`config.mk`:
```
export PLATFORM = sky130hd
export DESIGN_NAME = grid_pen_run_painter
export DESIGN_NICKNAME = d
export VERILOG_FILES = /design/src/hdl/gpr_pkg.sv /design/src/hdl/gpr_queue.sv /design/src/hdl/gpr_front.sv /design/src/hdl/gpr_back.sv /design/src/hdl/grid_pen_run_painter.sv
export SDC_FILE = /design/constraint.sdc
export NUM_CORES = 2
export LEC_CHECK = 0
export BUFFER_PORTS_ARGS = -buffer_cell sky130_fd_sc_hd__buf_4
export CAP_MARGIN = 25
export CORE_UTILIZATION = 57
export DETAILED_ROUTE_END_ITERATION = 10
export HOLD_SLACK_MARGIN = 0.08
export PLACE_DENSITY = 0.73
export RECOVER_POWER = 25
export SYNTH_ARGS = -nofsm -noshare
export SYNTH_HDL_FRONTEND = slang
export SYNTH_SLANG_ARGS = --single-unit
```
`constraint.sdc`:
```
create_clock -name clock -period 49.6 [get_ports clock]
set_input_delay 9.92 -clock clock [delete_from_list [all_inputs] [get_ports clock]]
set_output_delay 9.92 -clock clock [all_outputs]
set_load 0.03 [all_outputs]
```
`src/hdl/gpr_pkg.sv`:
```
`timescale 1ns / 1ps

package gpr_pkg;

   localparam int GRID_SIZE_DEFAULT = 32;

   localparam int KIND_W  = 3;
   localparam int COUNT_W = 8;
   localparam int COORD_W = 5;

   localparam logic [KIND_W-1:0] KIND_UP    = 3'd0;
   localparam logic [KIND_W-1:0] KIND_DOWN  = 3'd1;
   localparam logic [KIND_W-1:0] KIND_RIGHT = 3'd2;
   localparam logic [KIND_W-1:0] KIND_LEFT  = 3'd3;
   localparam logic [KIND_W-1:0] KIND_READ  = 3'd4;

   localparam int QUEUE_DEPTH = 2;
   localparam int QPW = (QUEUE_DEPTH > 1) ? $clog2(QUEUE_DEPTH) : 1;
   localparam int QCW = $clog2(QUEUE_DEPTH + 1);

   typedef enum logic [1:0] {
      OP_NOP,
      OP_MOVE,
      OP_READ
   } op_type;

   typedef struct packed {
      op_type               op;
      logic                 axis_row;
      logic                 dec;
      logic [COUNT_W-1:0]   count;
      logic [COORD_W-1:0]   rd_row;
      logic [COORD_W-1:0]   rd_col;
   } cmd_type;

   typedef struct packed {
      logic clearing;
   } back_status_type;

   typedef struct packed {
      logic full;
   } queue_status_type;

   typedef enum logic [1:0] {
      BK_CLEAR,
      BK_IDLE,
      BK_MOVE,
      BK_READ
   } back_state_type;

endpackage

```
`src/hdl/gpr_queue.sv`:
```
`timescale 1ns / 1ps

module gpr_queue (
   input  logic                       clock,
   input  logic                       reset,
   input  logic                       push,
   input  gpr_pkg::cmd_type           push_cmd,
   input  logic                       pop,
   output gpr_pkg::cmd_type           head_cmd,
   output logic                       head_valid,
   output gpr_pkg::queue_status_type  q_status
);
   import gpr_pkg::*;

   cmd_type          entry_ff [QUEUE_DEPTH];
   logic [QPW-1:0]   wr_ptr_ff, wr_ptr_in;
   logic [QPW-1:0]   rd_ptr_ff, rd_ptr_in;
   logic [QCW-1:0]   fill_ff, fill_in;

   always_comb begin
      wr_ptr_in = wr_ptr_ff;
      rd_ptr_in = rd_ptr_ff;
      fill_in   = fill_ff;
      if (push) begin
         wr_ptr_in = (wr_ptr_ff == QPW'(QUEUE_DEPTH - 1)) ? '0 : wr_ptr_ff + QPW'(1);
      end
      if (pop) begin
         rd_ptr_in = (rd_ptr_ff == QPW'(QUEUE_DEPTH - 1)) ? '0 : rd_ptr_ff + QPW'(1);
      end
      if (push && !pop) begin
         fill_in = fill_ff + QCW'(1);
      end else if (pop && !push) begin
         fill_in = fill_ff - QCW'(1);
      end
   end

   always_ff @(posedge clock) begin
      if (reset) begin
         wr_ptr_ff <= '0;
         rd_ptr_ff <= '0;
         fill_ff   <= '0;
      end else begin
         wr_ptr_ff <= wr_ptr_in;
         rd_ptr_ff <= rd_ptr_in;
         fill_ff   <= fill_in;
      end
   end

   always_ff @(posedge clock) begin
      if (push) begin
         entry_ff[wr_ptr_ff] <= push_cmd;
      end
   end

   assign head_cmd      = entry_ff[rd_ptr_ff];
   assign head_valid    = (fill_ff != '0);
   assign q_status.full = (fill_ff == QCW'(QUEUE_DEPTH));

   a_no_push_when_full: assert property (@(posedge clock) disable iff (reset)
      (fill_ff == QCW'(QUEUE_DEPTH)) |-> !push)
      else $error("Command pushed into a full queue.");

   a_no_pop_when_empty: assert property (@(posedge clock) disable iff (reset)
      (fill_ff == '0) |-> !pop)
      else $error("Command popped from an empty queue.");

endmodule

```
`src/hdl/gpr_front.sv`:
```
`timescale 1ns / 1ps

module gpr_front #(
   parameter int GRID_SIZE = gpr_pkg::GRID_SIZE_DEFAULT
) (
   input  logic                          start,
   output logic                          busy,
   input  logic [gpr_pkg::KIND_W-1:0]    req_kind,
   input  logic [gpr_pkg::COUNT_W-1:0]   req_count,
   input  logic [gpr_pkg::COORD_W-1:0]   req_read_row,
   input  logic [gpr_pkg::COORD_W-1:0]   req_read_col,
   input  gpr_pkg::back_status_type      bk_status,
   input  gpr_pkg::queue_status_type     q_status,
   output logic                          push,
   output gpr_pkg::cmd_type              push_cmd
);
   import gpr_pkg::*;

   logic    read_in_range;
   logic    count_nonzero;
   cmd_type cmd;

   assign read_in_range = (int'(req_read_row) < GRID_SIZE) && (int'(req_read_col) < GRID_SIZE);
   assign count_nonzero = (req_count != '0);

   always_comb begin
      cmd          = '0;
      cmd.op       = OP_NOP;
      cmd.count    = req_count;
      cmd.rd_row   = req_read_row;
      cmd.rd_col   = req_read_col;
      case (req_kind)
         KIND_UP: begin
            cmd.op       = count_nonzero ? OP_MOVE : OP_NOP;
            cmd.axis_row = 1'b1;
            cmd.dec      = 1'b1;
         end
         KIND_DOWN: begin
            cmd.op       = count_nonzero ? OP_MOVE : OP_NOP;
            cmd.axis_row = 1'b1;
            cmd.dec      = 1'b0;
         end
         KIND_RIGHT: begin
            cmd.op       = count_nonzero ? OP_MOVE : OP_NOP;
            cmd.axis_row = 1'b0;
            cmd.dec      = 1'b0;
         end
         KIND_LEFT: begin
            cmd.op       = count_nonzero ? OP_MOVE : OP_NOP;
            cmd.axis_row = 1'b0;
            cmd.dec      = 1'b1;
         end
         KIND_READ: begin
            cmd.op = read_in_range ? OP_READ : OP_NOP;
         end
         default: begin
            cmd.op = OP_NOP;
         end
      endcase
   end

   assign busy     = q_status.full | bk_status.clearing;
   assign push     = start & ~busy;
   assign push_cmd = cmd;

endmodule

```
`src/hdl/gpr_back.sv`:
```
`timescale 1ns / 1ps

module gpr_back #(
   parameter int GRID_SIZE = gpr_pkg::GRID_SIZE_DEFAULT
) (
   input  logic                          clock,
   input  logic                          reset,
   input  gpr_pkg::cmd_type              head_cmd,
   input  logic                          head_valid,
   output logic                          pop,
   output gpr_pkg::back_status_type      bk_status,
   output logic                          rsp_valid,
   output logic [gpr_pkg::COORD_W-1:0]   rsp_pen_row,
   output logic [gpr_pkg::COORD_W-1:0]   rsp_pen_col,
   output logic                          rsp_hit_edge,
   output logic                          rsp_cell_marked
);
   import gpr_pkg::*;

   localparam int PW    = $clog2(GRID_SIZE);
   localparam int CW    = $clog2(GRID_SIZE + 1);
   localparam int CELLS = GRID_SIZE * GRID_SIZE;
   localparam int AW    = $clog2(CELLS);

   back_state_type      state_ff, state_in;
   logic [AW-1:0]       clr_addr_ff, clr_addr_in;
   logic [PW-1:0]       row_ff, row_in;
   logic [PW-1:0]       col_ff, col_in;
   logic [CW-1:0]       left_ff, left_in;
   logic                axis_row_ff, axis_row_in;
   logic                dec_ff, dec_in;
   logic                hit_ff, hit_in;
   logic                rsp_valid_ff, rsp_valid_in;
   logic [COORD_W-1:0]  rsp_row_ff, rsp_row_in;
   logic [COORD_W-1:0]  rsp_col_ff, rsp_col_in;
   logic                rsp_hit_ff, rsp_hit_in;
   logic                rsp_marked_ff, rsp_marked_in;
   logic                rd_data_ff;

   logic                canvas_mem [CELLS];
   logic                mem_we;
   logic [AW-1:0]       mem_waddr;
   logic                mem_wdata;
   logic                mem_re;
   logic [AW-1:0]       mem_raddr;

   logic [PW-1:0]       pos;
   logic [CW-1:0]       avail;
   logic                over;
   logic [CW-1:0]       run_len;
   logic [AW-1:0]       pen_addr;

   assign pos      = head_cmd.axis_row ? row_ff : col_ff;
   assign avail    = head_cmd.dec ? (CW'(pos) + CW'(1)) : (CW'(GRID_SIZE) - CW'(pos));
   assign over     = (COUNT_W'(avail) < head_cmd.count);
   assign run_len  = over ? avail : CW'(head_cmd.count);
   assign pen_addr = AW'(row_ff) * AW'(GRID_SIZE) + AW'(col_ff);

   always_comb begin
      state_in = state_ff;
      case (state_ff)
         BK_CLEAR: begin
            if (clr_addr_ff == AW'(CELLS - 1)) begin
               state_in = BK_IDLE;
            end
         end
         BK_IDLE: begin
            if (head_valid) begin
               case (head_cmd.op)
                  OP_MOVE: state_in = BK_MOVE;
                  OP_READ: state_in = BK_READ;
                  default: state_in = BK_IDLE;
               endcase
            end
         end
         BK_MOVE: begin
            if (left_ff == CW'(1)) begin
               state_in = BK_IDLE;
            end
         end
         BK_READ: begin
            state_in = BK_IDLE;
         end
         default: begin
            state_in = BK_CLEAR;
         end
      endcase
   end

   always_comb begin
      clr_addr_in   = clr_addr_ff;
      row_in        = row_ff;
      col_in        = col_ff;
      left_in       = left_ff;
      axis_row_in   = axis_row_ff;
      dec_in        = dec_ff;
      hit_in        = hit_ff;
      rsp_valid_in  = 1'b0;
      rsp_row_in    = COORD_W'(row_ff);
      rsp_col_in    = COORD_W'(col_ff);
      rsp_hit_in    = 1'b0;
      rsp_marked_in = 1'b0;
      pop           = 1'b0;
      mem_we        = 1'b0;
      mem_waddr     = pen_addr;
      mem_wdata     = 1'b1;
      mem_re        = 1'b0;
      mem_raddr     = AW'(head_cmd.rd_row) * AW'(GRID_SIZE) + AW'(head_cmd.rd_col);
      case (state_ff)
         BK_CLEAR: begin
            mem_we      = 1'b1;
            mem_waddr   = clr_addr_ff;
            mem_wdata   = 1'b0;
            clr_addr_in = clr_addr_ff + AW'(1);
         end
         BK_IDLE: begin
            if (head_valid) begin
               pop         = 1'b1;
               axis_row_in = head_cmd.axis_row;
               dec_in      = head_cmd.dec;
               left_in     = run_len;
               hit_in      = over;
               case (head_cmd.op)
                  OP_READ: mem_re = 1'b1;
                  OP_MOVE: mem_re = 1'b0;
                  default: rsp_valid_in = 1'b1;
               endcase
            end
         end
         BK_MOVE: begin
            mem_we  = 1'b1;
            left_in = left_ff - CW'(1);
            if (left_ff == CW'(1)) begin
               rsp_valid_in = 1'b1;
               rsp_hit_in   = hit_ff;
            end else if (axis_row_ff) begin
               row_in = dec_ff ? (row_ff - PW'(1)) : (row_ff + PW'(1));
            end else begin
               col_in = dec_ff ? (col_ff - PW'(1)) : (col_ff + PW'(1));
            end
         end
         BK_READ: begin
            rsp_valid_in  = 1'b1;
            rsp_marked_in = rd_data_ff;
         end
         default: begin
            rsp_valid_in = 1'b0;
         end
      endcase
   end

   always_ff @(posedge clock) begin
      if (reset) begin
         state_ff     <= BK_CLEAR;
         clr_addr_ff  <= '0;
         row_ff       <= '0;
         col_ff       <= '0;
         left_ff      <= '0;
         axis_row_ff  <= 1'b0;
         dec_ff       <= 1'b0;
         hit_ff       <= 1'b0;
         rsp_valid_ff <= 1'b0;
      end else begin
         state_ff     <= state_in;
         clr_addr_ff  <= clr_addr_in;
         row_ff       <= row_in;
         col_ff       <= col_in;
         left_ff      <= left_in;
         axis_row_ff  <= axis_row_in;
         dec_ff       <= dec_in;
         hit_ff       <= hit_in;
         rsp_valid_ff <= rsp_valid_in;
      end
   end

   always_ff @(posedge clock) begin
      rsp_row_ff    <= rsp_row_in;
      rsp_col_ff    <= rsp_col_in;
      rsp_hit_ff    <= rsp_hit_in;
      rsp_marked_ff <= rsp_marked_in;
   end

   always_ff @(posedge clock) begin
      if (mem_we) begin
         canvas_mem[mem_waddr] <= mem_wdata;
      end
   end

   always_ff @(posedge clock) begin
      if (mem_re) begin
         rd_data_ff <= canvas_mem[mem_raddr];
      end
   end

   assign bk_status.clearing = (state_ff == BK_CLEAR);
   assign rsp_valid          = rsp_valid_ff;
   assign rsp_pen_row        = rsp_row_ff;
   assign rsp_pen_col        = rsp_col_ff;
   assign rsp_hit_edge       = rsp_hit_ff;
   assign rsp_cell_marked    = rsp_marked_ff;

   a_quiet_while_clearing: assert property (@(posedge clock) disable iff (reset)
      (state_ff == BK_CLEAR) |-> !rsp_valid_ff)
      else $error("Result issued during the canvas clearing pass.");

   a_read_gives_result: assert property (@(posedge clock) disable iff (reset)
      (state_ff == BK_READ) |=> rsp_valid_ff)
      else $error("Cell read did not produce a result.");

   a_run_end_gives_result: assert property (@(posedge clock) disable iff (reset)
      (state_ff == BK_MOVE && left_ff == CW'(1)) |=> (rsp_valid_ff && state_ff == BK_IDLE))
      else $error("Finished run did not produce a result.");

   a_pen_on_canvas: assert property (@(posedge clock) disable iff (reset)
      (int'(row_ff) < GRID_SIZE) && (int'(col_ff) < GRID_SIZE))
      else $error("Pen left the canvas.");

endmodule

```
`src/hdl/grid_pen_run_painter.sv`:
```
`timescale 1ns / 1ps
// Pen plotter on a GRID_SIZE x GRID_SIZE one-bit canvas.
// An item is taken at a rising edge where start is high and busy is low, with its
// fields on the req_ ports. A move marks up to count cells from the pen's cell in
// one direction and stops at the canvas edge, setting the hit flag when cut short.
// A read returns one cell. Every item gives exactly one result beat: rsp_valid is
// high for one cycle with the pen position, the hit flag and the cell bit.
// Items are classified at the front and held in a two-entry command queue, so a
// new item is taken while the executor is still painting.
// The executor writes one canvas cell per cycle through a single write port.
// The executor pops each item in its idle state. A move then marks its cells in
// the move state and gives the result after the last cell; a read starts the
// memory read in the idle state and gives the result from the read state; any
// other item gets its result from the idle state. All results are registered.
// After reset the pen is at row 0, column 0 and the canvas is cleared one cell a
// cycle, with busy high until the last cell is cleared.
// The receiver cannot stall: each result beat is taken in the cycle it is shown.
module grid_pen_run_painter #(
   parameter int GRID_SIZE = gpr_pkg::GRID_SIZE_DEFAULT
) (
   input  logic                          clock,
   input  logic                          reset,
   input  logic                          start,
   output logic                          busy,
   input  logic [gpr_pkg::KIND_W-1:0]    req_kind,
   input  logic [gpr_pkg::COUNT_W-1:0]   req_count,
   input  logic [gpr_pkg::COORD_W-1:0]   req_read_row,
   input  logic [gpr_pkg::COORD_W-1:0]   req_read_col,
   output logic                          rsp_valid,
   output logic [gpr_pkg::COORD_W-1:0]   rsp_pen_row,
   output logic [gpr_pkg::COORD_W-1:0]   rsp_pen_col,
   output logic                          rsp_hit_edge,
   output logic                          rsp_cell_marked
);
   import gpr_pkg::*;

   logic              push;
   cmd_type           push_cmd;
   logic              pop;
   cmd_type           head_cmd;
   logic              head_valid;
   queue_status_type  q_status;
   back_status_type   bk_status;

   gpr_front #(
      .GRID_SIZE (GRID_SIZE)
   ) u_front (
      .start        (start),
      .busy         (busy),
      .req_kind     (req_kind),
      .req_count    (req_count),
      .req_read_row (req_read_row),
      .req_read_col (req_read_col),
      .bk_status    (bk_status),
      .q_status     (q_status),
      .push         (push),
      .push_cmd     (push_cmd)
   );

   gpr_queue u_queue (
      .clock      (clock),
      .reset      (reset),
      .push       (push),
      .push_cmd   (push_cmd),
      .pop        (pop),
      .head_cmd   (head_cmd),
      .head_valid (head_valid),
      .q_status   (q_status)
   );

   gpr_back #(
      .GRID_SIZE (GRID_SIZE)
   ) u_back (
      .clock           (clock),
      .reset           (reset),
      .head_cmd        (head_cmd),
      .head_valid      (head_valid),
      .pop             (pop),
      .bk_status       (bk_status),
      .rsp_valid       (rsp_valid),
      .rsp_pen_row     (rsp_pen_row),
      .rsp_pen_col     (rsp_pen_col),
      .rsp_hit_edge    (rsp_hit_edge),
      .rsp_cell_marked (rsp_cell_marked)
   );

endmodule
```
==> results.py <==
metrics = {
    "finish": {
        "nets": 4269,
        "nFillCells": 6537,
        "areaGrowthSynthToFinish_pct": 10.1,
        "drive_gt1_share_pct": 8.45,
        "diodes": 0,
    },
    "global_routing": {
        "track_usage_pct": 30.8,
        "grt_pass1_vias": 33000,
        "overflow": 0,
        "grt_pass1_wl_mm": 203,
        "antenna_found_initial": 4,
        "grt_start_max_net_pins": 210,
    },
    "place": {
        "routabilityCongestion": 0.823,
        "place_hpwl_mm": 69.3,
        "numPortBuffers": 37,
    },
    "timing": {
        "fin_crit_sh_pct": 26.3,
        "fin_skew_ns": 0.0222,
        "slew_headroom_pct": -408,
        "hold_viol_final": 0,
        "fin_tns_setup_ns": 0,
        "fmax_ghz": 0.0765,
        "tightest_slew_ns": 7.62,
        "period_needed_ns": 13.07,
        "setup_violations": 0,
        "slew_viol_final": 631,
        "rsz0062_at_grt": "false",
    },
    "clock_tree": {
        "cts_tree": "done",
        "cts_resized": 0,
        "cts_hold_buf": 0,
        "numCtsBuffers": 111,
        "post_cts_buffers": 0,
        "clock_latency_ns": 0.68,
        "cts_buffer_depth": 3,
        "cts.htree.levels": 3,
        "cts-root-buf": "clkbuf_16",
        "cts_sinks": 1118,
        "path_clk_slew_ns": 0.06,
    },
    "critical_path": {
        "r2r-start": "u_back.state_ff[0]",
        "r2r_cells": 7,
        "crit_fanout": 188,
        "cp_num_buf_inv": 6,
        "crit_arrival_ns": 13.39,
        "slowest_delay_ns": 5.27,
        "path_cells": "nor2_1, clkbuf_1, clkinvlp_2, clkbuf_1, clkbuf_1, buf_4, buf_4",
        "worstSetupPathType": "register to register",
        "cpLargestDelayFamily": "buffers and inverters",
        "crit_top_cell": "clkbuf_1",
        "worst_path_max_delay_cell": "clkbuf_1",
        "required_ns": 49.93,
        "cp-startpoint": "u_back.state_ff[0]",
        "r2r-end": "u_back.canvas_mem[202]",
        "endpoint_kind": "register",
        "worst_setup_path_start_kind": "register",
        "rrSetupSlack_ns": 36.53,
    },
    "route": {
        "ant_nets": 0,
        "wl_per_cell_um": 25.5,
        "detail_route.iter0.violations": 5449,
        "via_count": 35100,
        "drc_errors": 0,
        "wl_mm": 139,
        "vias_per_cell": 6.40,
        "firstDrtPassIters": 8,
    },
    "yosys": {
        "synth_compound_area_share_pct": 6.05,
        "yosys_warnings": 0,
        "yosys.area_share.adder_pct": 0.533,
        "syn_nets": 4398,
        "synth_top_area_share_pct": 64.5,
        "synth-simple-area-share_pct": 16.8,
        "synth_top_family_by_area": "simple AND/OR/NAND/NOR gates",
        "synth-edff-count": 1069,
        "syn-cell-area_um2": 49800,
        "synth-seq-cells": 1118,
        "synth_xor_area_share_pct": 0.510,
        "synth.most_common_cell": "nor2_1",
        "synth_common_cells": "nor2_1 (1,080), edfxtp_1 (1,069), nand2_1 (611), mux2i_1 (250), clkbuf_1 (220)",
        "syn_avg_cell_area_um2": 11.4,
        "synthTopCellsByArea": "edfxtp_1 (64%), nor2_1 (8.1%), mux2i_1 (5.0%)",
        "syn_inst": 4354,
        "ys_types": 69,
        "synthFlopType": "edfxtp_1",
        "synth-async-reset-ratio_pct": 0,
        "synthMuxAreaShare_pct": 6.01,
        "ys_seq_area_share_pct": 66.5,
        "synth.largest_area_cell": "edfxtp_1",
    },
    "die": {
        "dieWidth_um": 298,
        "die_y_um": 298,
        "die_area_um2": 88500,
        "pin_count": 38,
        "initial_core_util_pct": 57.5,
        "core_um2": 86600,
        "core.rowCount": 108,
    },
    "outcome": {
        "violations": "max-capacitance violations, max-slew violations",
        "status": "complete, but fails checks",
    },
    "power": {
        "leakagePower_nw": 18.1,
        "vdd.ir_drop.worst_mv": 0.0277,
        "finalPower_w": 0.00188,
        "power_density_nw_per_um2": 34.3,
    },
    "job": {
        "maxCapViolCount": 5,
    },
    "hold_path": {
        "worst_hold_startpoint": "u_back.row_ff[0]",
        "hold_depth": 0,
        "whs_endpoint": "u_back.rsp_pen_row[0]",
        "min_path_type": "register to register",
    },
}
## final cells by class
class,count,area (um2),area share [%]
inverters,27,103,0.187
well taps,1155,1450,2.64
clock buffers,130,2890,5.28
repair buffers,132,1440,2.63
flip-flops and latches,1118,33100,60.4
clock inverters,79,742,1.35
multi-input cells,2835,15100,27.5
## cell families after synthesis
family,after synthesis
AND/OR/NAND/NOR,2062
adder cells (fa/ha/maj),20
AO/OA/AOI/OAI,448
buffers and inverters,401
multiplexers,276
flip-flops,1118
XOR/XNOR,29
## worst max path at each step
stage	endpoint	slack [ns]	cells past startpoint
after detailed placement	busy	38.29	4
after global routing	u_back.canvas_mem[200]	35.74	7
after global placement	u_queue.entry_ff[0][0]	38.22	3
after CTS	busy	37.57	4
after floorplan	u_back.canvas_mem[103]	29.12	7
final	u_back.canvas_mem[202]	36.53	7
## layout by cell type (no fill, tap or decap), drive strengths merged, types with 8 or more instances in the layout
cell and instances:
nor2 1080, edfxtp 1069, nand2 611, mux2i 251
nand3 206, a21oi 162, clkbuf 139, buf 123
o221ai 85, nor3 52, clkinv 50, dfxtp 49
o22ai 45, inv 31, a31oi 29, o21ai 27
nor4 25, and3 24, a311oi 21, a2111oi 19
ha 18, xnor2 17, a211oi 17, mux4 17
or3 16, bufinv 13, xor2 12, clkinvlp 12
nand2b 9, mux2 8
## stage by stage
step | instance area [um2] | hold slack, ns | setup slack (ns) | cells | utilization [%]
global route | 54800 | 0.441 | 35.74 | 5476 | 63.3
CTS | 54300 | 0.423 | 37.57 | 5452 | 62.7
detailed placement | 50600 | 0.409 | 38.29 | 5243 | 58.5
finish | 54800 | 0.435 | 36.53 | 5476 | 63.3
global placement | 50600 | 0.423 | 38.22 | 5241 | 58.4
floorplan | 49800 | 0.329 | 29.12 | 4354 | -
## per-layer routing
metal / vias up / GRT usage [%] / routed length (um)
met5: - / 0 / 47
met4: 6 / 15.6 / 7380
met3: 409 / 5.85 / 17300
met2: 2271 / 48.6 / 64400
met1: 17200 / 41.1 / 50200
li1: 15200 / - / -
## sequential cells by signal, indices dropped and copies added, names as in the netlist, 2 cells and up, named ones only
| signal | cells |
|---|---|
| u_back.left_ff | 6 |
| u_queue.fill_ff | 2 |
| u_back.canvas_mem | 1024 |
| u_back.col_ff | 5 |
| u_back.clr_addr_ff | 10 |
| u_back.rsp_pen_col | 5 |
| u_back.rsp_pen_row | 5 |
| u_back.row_ff | 5 |
| u_back.state_ff | 2 |
| u_queue.entry_ff | 44 |
## where the power goes
group / total [W] / switching, W / internal (W) / leakage (nW)
clock: 0.000843 / 0.000359 / 0.000484 / 1.76
sequential: 0.00102 / 0.000000372 / 0.00102 / 10.3
combinational: 0.0000168 / 0.0000134 / 0.00000340 / 5.95
No activity file was read; power rests on OpenSTA's default activity.
